--- src/rtl/core/clws_pkg.sv ---
package clws_pkg;

  localparam int unsigned NumBits   = 64;
  localparam int unsigned NumDigits = 20;
  localparam int unsigned BcdW      = 4 * NumDigits;
  localparam int unsigned BitCntW   = $clog2(NumBits);
  localparam int unsigned DigCntW   = $clog2(NumDigits);

  localparam logic [BitCntW-1:0] LastBit   = BitCntW'(NumBits - 1);
  localparam logic [DigCntW-1:0] LastDigit = DigCntW'(NumDigits - 1);

  // request kinds
  localparam logic [2:0] MODE_CHAR   = 3'd0;
  localparam logic [2:0] MODE_CMD    = 3'd1;
  localparam logic [2:0] MODE_CURSOR = 3'd2;
  localparam logic [2:0] MODE_NUMBER = 3'd3;
  localparam logic [2:0] MODE_INIT   = 3'd4;

  localparam logic RS_COMMAND = 1'b0;
  localparam logic RS_DATA    = 1'b1;

  localparam logic [7:0] ROW0_BASE   = 8'd128;
  localparam logic [7:0] ROW1_OFFSET = 8'd64;
  localparam logic [7:0] ASCII_ZERO  = 8'd48;
  localparam logic [3:0] BCD_ADJ_MIN = 4'd5;
  localparam logic [3:0] BCD_ADJ     = 4'd3;

  localparam logic [1:0] INIT_LAST = 2'd2;

  typedef enum logic [1:0] {
    SRC_DATA_BYTE,
    SRC_CURSOR,
    SRC_INIT,
    SRC_DIGIT
  } push_src_e;

  // controller to datapath
  typedef struct packed {
    logic      load;
    logic      conv_step;
    logic      dig_shift;
    logic      push;
    push_src_e push_src;
    logic      push_rs;
    logic      push_last;
    logic [1:0] init_idx;
  } cmd_t;

  // datapath to controller
  typedef struct packed {
    logic [2:0] mode;
    logic [1:0] row;
    logic       out_free;
    logic       top_zero;
  } sts_t;

  function automatic logic [7:0] init_byte(input logic [1:0] idx);
    logic [7:0] b;
    case (idx)
      2'd0:    b = 8'b0011_1000;
      2'd1:    b = 8'b0000_1100;
      default: b = 8'b0000_0001;
    endcase
    return b;
  endfunction

endpackage

--- src/rtl/core/clws_dpath.sv ---
module clws_dpath import clws_pkg::*; (
  input  logic        clk_i,
  input  logic        rst_ni,
  input  cmd_t        cmd_i,
  output sts_t        sts_o,
  input  logic [79:0] in_data_i,
  input  logic [2:0]  in_mode_i,
  input  logic        m_axis_tready_i,
  output logic        m_axis_tvalid_o,
  output logic [7:0]  m_axis_tdata_o,
  output logic [0:0]  m_axis_tuser_o,
  output logic        m_axis_tlast_o
);

  logic [2:0]         mode_q;
  logic [7:0]         byte_q;
  logic [5:0]         col_q;
  logic [1:0]         row_q;
  logic [NumBits-1:0] bin_q, bin_d;
  logic [BcdW-1:0]    bcd_q, bcd_d, bcd_adj;

  logic       out_valid_q;
  logic       out_rs_q, out_last_q;
  logic [7:0] out_byte_q;
  logic [7:0] push_byte;
  logic [3:0] top_digit;

  assign top_digit = bcd_q[BcdW-1 -: 4];

  // add-3 correction per digit, then shift one binary bit in
  always_comb begin
    for (int i = 0; i < NumDigits; i++) begin
      bcd_adj[4*i +: 4] = (bcd_q[4*i +: 4] >= BCD_ADJ_MIN) ?
                          bcd_q[4*i +: 4] + BCD_ADJ : bcd_q[4*i +: 4];
    end
    bcd_d = bcd_q;
    bin_d = bin_q;
    if (cmd_i.load) begin
      bcd_d = '0;
      bin_d = in_data_i[79:16];
    end else if (cmd_i.conv_step) begin
      bcd_d = {bcd_adj[BcdW-2:0], bin_q[NumBits-1]};
      bin_d = {bin_q[NumBits-2:0], 1'b0};
    end else if (cmd_i.dig_shift) begin
      bcd_d = {bcd_q[BcdW-5:0], 4'd0};
    end
  end

  always_comb begin
    case (cmd_i.push_src)
      SRC_DATA_BYTE: push_byte = byte_q;
      SRC_CURSOR:    push_byte = ROW0_BASE + (row_q[0] ? ROW1_OFFSET : 8'd0) + {2'b00, col_q};
      SRC_INIT:      push_byte = init_byte(cmd_i.init_idx);
      SRC_DIGIT:     push_byte = ASCII_ZERO + {4'd0, top_digit};
      default:       push_byte = byte_q;
    endcase
  end

  always_ff @(posedge clk_i) begin
    if (cmd_i.load) begin
      mode_q <= in_mode_i;
      byte_q <= in_data_i[7:0];
      col_q  <= in_data_i[13:8];
      row_q  <= in_data_i[15:14];
    end
    bin_q <= bin_d;
    bcd_q <= bcd_d;
    if (cmd_i.push) begin
      out_rs_q   <= cmd_i.push_rs;
      out_last_q <= cmd_i.push_last;
      out_byte_q <= push_byte;
    end
  end

  always_ff @(posedge clk_i or negedge rst_ni) begin
    if (!rst_ni) begin
      out_valid_q <= 1'b0;
    end else if (cmd_i.push) begin
      out_valid_q <= 1'b1;
    end else if (m_axis_tready_i) begin
      out_valid_q <= 1'b0;
    end
  end

  assign sts_o.mode     = mode_q;
  assign sts_o.row      = row_q;
  assign sts_o.out_free = !out_valid_q || m_axis_tready_i;
  assign sts_o.top_zero = (top_digit == 4'd0);

  assign m_axis_tvalid_o = out_valid_q;
  assign m_axis_tdata_o  = out_byte_q;
  assign m_axis_tuser_o  = out_rs_q;
  assign m_axis_tlast_o  = out_last_q;

endmodule

--- src/rtl/core/clws_ctrl.sv ---
module clws_ctrl import clws_pkg::*; (
  input  logic clk_i,
  input  logic rst_ni,
  input  logic in_valid_i,
  output logic in_ready_o,
  input  sts_t sts_i,
  output cmd_t cmd_o
);

  typedef enum logic [2:0] {
    ST_IDLE,
    ST_DECODE,
    ST_SINGLE,
    ST_INIT,
    ST_CONV,
    ST_EMIT
  } state_e;

  state_e             state_q, state_d;
  logic [1:0]         init_cnt_q, init_cnt_d;
  logic [BitCntW-1:0] bit_cnt_q, bit_cnt_d;
  logic [DigCntW-1:0] dig_cnt_q, dig_cnt_d;
  logic               seen_q, seen_d;

  assign in_ready_o = (state_q == ST_IDLE);

  always_comb begin
    cmd_o      = '0;
    cmd_o.push_src = SRC_DATA_BYTE;
    cmd_o.init_idx = init_cnt_q;
    state_d    = state_q;
    init_cnt_d = init_cnt_q;
    bit_cnt_d  = bit_cnt_q;
    dig_cnt_d  = dig_cnt_q;
    seen_d     = seen_q;
    case (state_q)
      ST_IDLE: begin
        if (in_valid_i) begin
          cmd_o.load = 1'b1;
          state_d    = ST_DECODE;
        end
      end
      ST_DECODE: begin
        init_cnt_d = 2'd0;
        bit_cnt_d  = '0;
        dig_cnt_d  = '0;
        seen_d     = 1'b0;
        case (sts_i.mode)
          MODE_CHAR, MODE_CMD: state_d = ST_SINGLE;
          MODE_CURSOR:         state_d = sts_i.row[1] ? ST_IDLE : ST_SINGLE;
          MODE_NUMBER:         state_d = ST_CONV;
          MODE_INIT:           state_d = ST_INIT;
          default:             state_d = ST_IDLE;
        endcase
      end
      ST_SINGLE: begin
        cmd_o.push_last = 1'b1;
        cmd_o.push_rs   = (sts_i.mode == MODE_CHAR) ? RS_DATA : RS_COMMAND;
        cmd_o.push_src  = (sts_i.mode == MODE_CURSOR) ? SRC_CURSOR : SRC_DATA_BYTE;
        if (sts_i.out_free) begin
          cmd_o.push = 1'b1;
          state_d    = ST_IDLE;
        end
      end
      ST_INIT: begin
        cmd_o.push_rs   = RS_COMMAND;
        cmd_o.push_src  = SRC_INIT;
        cmd_o.push_last = (init_cnt_q == INIT_LAST);
        if (sts_i.out_free) begin
          cmd_o.push = 1'b1;
          init_cnt_d = init_cnt_q + 2'd1;
          if (init_cnt_q == INIT_LAST) state_d = ST_IDLE;
        end
      end
      ST_CONV: begin
        cmd_o.conv_step = 1'b1;
        bit_cnt_d       = bit_cnt_q + 1'b1;
        if (bit_cnt_q == LastBit) state_d = ST_EMIT;
      end
      ST_EMIT: begin
        cmd_o.push_rs   = RS_DATA;
        cmd_o.push_src  = SRC_DIGIT;
        cmd_o.push_last = (dig_cnt_q == LastDigit);
        // drop leading zeros, but always print the units digit
        if (sts_i.top_zero && !seen_q && dig_cnt_q != LastDigit) begin
          cmd_o.dig_shift = 1'b1;
          dig_cnt_d       = dig_cnt_q + 1'b1;
        end else if (sts_i.out_free) begin
          cmd_o.push      = 1'b1;
          cmd_o.dig_shift = 1'b1;
          seen_d          = 1'b1;
          dig_cnt_d       = dig_cnt_q + 1'b1;
          if (dig_cnt_q == LastDigit) state_d = ST_IDLE;
        end
      end
      default: state_d = ST_IDLE;
    endcase
  end

  always_ff @(posedge clk_i or negedge rst_ni) begin
    if (!rst_ni) begin
      state_q    <= ST_IDLE;
      init_cnt_q <= 2'd0;
      bit_cnt_q  <= '0;
      dig_cnt_q  <= '0;
      seen_q     <= 1'b0;
    end else begin
      state_q    <= state_d;
      init_cnt_q <= init_cnt_d;
      bit_cnt_q  <= bit_cnt_d;
      dig_cnt_q  <= dig_cnt_d;
      seen_q     <= seen_d;
    end
  end

  a_push_free: assert property (@(posedge clk_i) disable iff (!rst_ni)
    cmd_o.push |-> sts_i.out_free)
    else $error("write pushed into a busy output register");

  a_load_decode: assert property (@(posedge clk_i) disable iff (!rst_ni)
    cmd_o.load |=> state_q == ST_DECODE)
    else $error("accepted request not decoded");

  a_conv_done: assert property (@(posedge clk_i) disable iff (!rst_ni)
    (state_q == ST_CONV && bit_cnt_q == LastBit) |=> state_q == ST_EMIT)
    else $error("conversion did not hand over to digit output");

  a_digit_kept: assert property (@(posedge clk_i) disable iff (!rst_ni)
    (state_q == ST_EMIT && !sts_i.top_zero && cmd_o.dig_shift) |-> cmd_o.push)
    else $error("nonzero digit dropped");

endmodule

--- src/rtl/core/char_lcd_write_sequencer_unit.sv ---
// Character LCD write sequencer.
// Input stream (s_axis): one request per item. tuser carries the request kind
// (character, command, set cursor, print number, initialise); tdata carries
// the byte, cursor column and row, and the 64-bit number to print.
// Output stream (m_axis): one LCD register write per item. tuser is the
// register select (0 command, 1 data), tdata the bus byte, tlast marks the
// final write of a request. Cursor requests on rows two and three and unused
// kinds produce no write at all.
// A character, command or cursor request gives one write; initialise gives
// three command writes. Print number runs a 64-step shift-and-add-3
// binary-to-BCD loop, one bit per cycle, then walks the 20 BCD digits one per
// cycle while the receiver takes writes, skipping leading zeros without output.
// One request is in work at a time; tready is high while the sequencer is
// idle, also while the final write of the previous request waits in the output
// register. When the receiver stalls, the output register holds its write and
// the sequencer waits. Reset clears the controller and the output valid.
module char_lcd_write_sequencer_unit import clws_pkg::*; (
  input  logic        clk_i,
  input  logic        rst_ni,
  input  logic        s_axis_tvalid_i,
  output logic        s_axis_tready_o,
  input  logic [79:0] s_axis_tdata_i,  // data_byte[7:0], column[13:8], row[15:14],
                                       // number_value[79:16]
  input  logic [2:0]  s_axis_tuser_i,  // mode[2:0]
  output logic        m_axis_tvalid_o,
  input  logic        m_axis_tready_i,
  output logic [7:0]  m_axis_tdata_o,  // bus_byte[7:0]
  output logic [0:0]  m_axis_tuser_o,  // reg_select[0]
  output logic        m_axis_tlast_o
);

  cmd_t cmd;
  sts_t sts;

  // sequence the request
  clws_ctrl u_ctrl (
    .clk_i      (clk_i),
    .rst_ni     (rst_ni),
    .in_valid_i (s_axis_tvalid_i),
    .in_ready_o (s_axis_tready_o),
    .sts_i      (sts),
    .cmd_o      (cmd)
  );

  // hold request fields, convert the number, drive the output register
  clws_dpath u_dpath (
    .clk_i           (clk_i),
    .rst_ni          (rst_ni),
    .cmd_i           (cmd),
    .sts_o           (sts),
    .in_data_i       (s_axis_tdata_i),
    .in_mode_i       (s_axis_tuser_i),
    .m_axis_tready_i (m_axis_tready_i),
    .m_axis_tvalid_o (m_axis_tvalid_o),
    .m_axis_tdata_o  (m_axis_tdata_o),
    .m_axis_tuser_o  (m_axis_tuser_o),
    .m_axis_tlast_o  (m_axis_tlast_o)
  );

endmodule

--- config.mk ---
export PLATFORM = sky130hd
export DESIGN_NAME = char_lcd_write_sequencer_unit
export DESIGN_NICKNAME = d
export VERILOG_FILES = /design/src/rtl/core/clws_pkg.sv /design/src/rtl/core/clws_dpath.sv /design/src/rtl/core/clws_ctrl.sv /design/src/rtl/core/char_lcd_write_sequencer_unit.sv
export SDC_FILE = /design/constraint.sdc
export NUM_CORES = 1
export LEC_CHECK = 0
export ABC_CLOCK_PERIOD_IN_PS = 4300
export BUFFER_PORTS_ARGS = -buffer_cell sky130_fd_sc_hd__buf_4
export CAP_MARGIN = 20
export CORE_MARGIN = 8
export CORE_UTILIZATION = 40
export DETAILED_ROUTE_END_ITERATION = 10
export PLACE_DENSITY = 0.65
export SETUP_SLACK_MARGIN = 0.2
export SYNTH_ARGS = -nofsm -noshare
export SYNTH_HDL_FRONTEND = slang
export SYNTH_SLANG_ARGS = --single-unit
--- constraint.sdc ---
create_clock -name clk_i -period 4.3 [get_ports clk_i]
set_clock_uncertainty 0.1 [all_clocks]
set_input_delay 0.86 -clock clk_i [delete_from_list [all_inputs] [get_ports clk_i]]
set_output_delay 0.86 -clock clk_i [all_outputs]
set_load 0.005 [all_outputs]
==> reports/results.tsv <==
metric	value	unit
startpoint types	flip-flop	
Setup Viol. Count Final	0	
Inserted Diodes	0	
DP Area	11200	um^2
synthesized flop and latch total	191	
I/O pin cnt	99	
vias per cell	5.34	
DIE HEIGHT	176	um
final worst-path cycle share	67.5	%
post-route minimum period	2900	ps
Max Fclk	345	MHz
Final Total Pwr	8420	uW
worst-path fanout max	77	
die area	30900	um^2
kind of critical path	flip-flop to flip-flop	
total number of vias	8257	
highest-count cells in the layout ignoring fill and taps	nand2_1 (300), buf_4 (104), a21oi_1 (102)	
worst min path class	input port to asynchronous set/reset pin	
PwrDens	714	nW/um^2
GR Util All Layers	15.1	%
vias in the first global route	7745	
Distinct cells, synth	55	
wire length per cell	15.1	um
fillers	2439	
Clock Sinks	191	
DRC Markers	0	
IO Port Bufs	98	
critical path arrival	3000	ps
share of cells above drive strength 1	12.3	%
dpl hpwl	15000	um
nets	1338	
final slew viol count	0	
initial antenna violation count	0	
Area contributors post-synth	edfxtp_1 (27%), dfxtp_1 (16%), nand2_1 (11%)	
PostCTS Resize Cnt	0	
Post-synth top flop	edfxtp_1	
Post-CTS Hold Fix Bufs	0	
required time of the critical path	4400	ps
Syn Nets	1275	
final WL	23300	um
gp weighted congestion	0.780	
Core Box Area	25100	um^2
MaxCap Viol Count	0	
Synth area leader	edfxtp_1	
Final Instance Area	11800	um^2
Max Root-Sink Buffers	2	
cts bufs inserted	17	
Post-synth ARST share	9.42	%
grt ovf	0	
Clock Tree Root	clkbuf_16	
Slew @ Worst Pin	967	ps
DRT Pass-1 Iters	5	
setup TNS	0	ps
RSZ-0062 raised after global routing	no	
sequential area share after synthesis	47.4	%
cell area after synthesis	10200	um^2
Post-DRT Antenna Nets	0	
most common cell after layout, fill and taps aside	nand2_1	
synthesized netlist cell count	1141	
clock slew at reported path FFs	80	ps
initial DRC count	642	
Leakage Power	0.00466	uW
peak supply drop	318	uV
Layout area overhead	15.4	%
top cell type's share of synthesized area	27.3	%
synthesis warning total	0	
status	completed	
CTS tree	done	
largest net degree at the start of global routing	97	
wire length of the first global-routing pass	39100	um
Fin. Hold Viols	0	
CP endpoint kind	flip-flop	
# rows	58	
Post-synth EDFFs	93	
Initial Util	40.7	%
# H-tree levels	4	
Clock Latency Late Sink	430	ps
Max-slew headroom	35.4	%
Post-CTS Setup Inserts	0	
Die X	176	um
syn_area_per_cell	8.96	um^2
==> sequential cells by signal (all words and copies together), names as in the netlist <==
signal	cells
u_dpath.row_q	2
u_dpath.col_q	6
u_dpath.m_axis_tvalid_o	1
u_dpath.mode_q	3
u_ctrl.state_q	3
u_dpath.m_axis_tuser_o	1
u_ctrl.bit_cnt_q	6
u_dpath.m_axis_tlast_o	1
u_dpath.byte_q	8
u_dpath.bcd_q	80
u_dpath.bin_q	64
u_ctrl.seen_q	1
u_ctrl.init_cnt_q	2
u_dpath.m_axis_tdata_o	8
u_ctrl.dig_cnt_q	5
==> report_power, final <==
part | internal, uW | switching [uW] | total, uW
sequential | 2790 | 603 | 3400
combinational | 1360 | 2040 | 3400
clock | 838 | 791 | 1630
total | 4990 | 3430 | 8420
==> final timing paths <==
check                             startpoint                    to  cells after the start  slack [ps]
min                                   rst_ni  u_ctrl.init_cnt_q[0]                      1         180
max                        u_ctrl.state_q[2]      u_dpath.bin_q[4]                      6        1400
max in group asynchronous             rst_ni     u_ctrl.state_q[0]                      1        3720
max reg2reg                u_ctrl.state_q[2]      u_dpath.bin_q[4]                      6        1400
min reg2reg                u_dpath.bcd_q[17]     u_dpath.bcd_q[21]                      2         390
min in group clk_i         u_dpath.bcd_q[17]     u_dpath.bcd_q[21]                      2         390
==> cells by family after synthesis <==
family	synth area share [%]
and+or+nand+nor	20.3
AOI/OAI and AO/OA	17.8
DFF	47.4
buffers and inverters	4.37
adders and majority gates	5.75
muxes	2.58
xor gates and xnor gates	1.80
==> cell usage after synthesis, drive strengths merged (4+ instances only) <==
cell type,number
inv,44
mux2i,23
nand3,37
nor2b,4
nand2,302
nor3b,20
nand2b,42
ha,47
o21ai,75
a32oi,18
dfxtp,80
a22oi,22
a31oi,5
nand4,16
o211ai,40
nor2,21
buf,32
edfxtp,93
xnor2,20
dfrtp,18
clkbuf,30
a21oi,104
a22o,9
==> critical path, stage by stage, from the launching register on <==
cell	delay, ps
dfrtp_1	770
nor3_1	210
nand2_4	410
clkinv_2	550
buf_12	380
nand2_1	120
nand2_1	60
==> layout make-up <==
| cell class | count | area (um^2) | share of cell area (%) |
|---|---|---|---|
| timing repair buffer | 106 | 821 | 6.96 |
| clock inverter | 15 | 185 | 1.57 |
| tap | 330 | 413 | 3.50 |
| inverter | 44 | 166 | 1.41 |
| sequential | 191 | 4840 | 41.1 |
| multi-input combinational | 844 | 4940 | 41.9 |
| clock buffer | 17 | 425 | 3.61 |
==> through the flow <==
step                hold WS (ps)  util (%)  cells  setup WS (ps)
floorplan                    352         -   1141            971
global placement             371      44.6   1515           1420
detailed placement           384      44.6   1515           1360
CTS                          175      47.0   1547           1340
global route                 180      47.0   1547           1120
finish                       182      47.0   1547           1400
==> layer usage <==
layer	vias up	share of wire, %	wire (um)	global-route usage (%)
li1	4180	-	-	-
met1	3896	48	11300	20.6
met2	163	46	10800	23.8
met3	18	4.3	994	3.26
met4	0	1.1	247	3.74
met5	-	0	0	0
(Power assumes the default switching activity.)
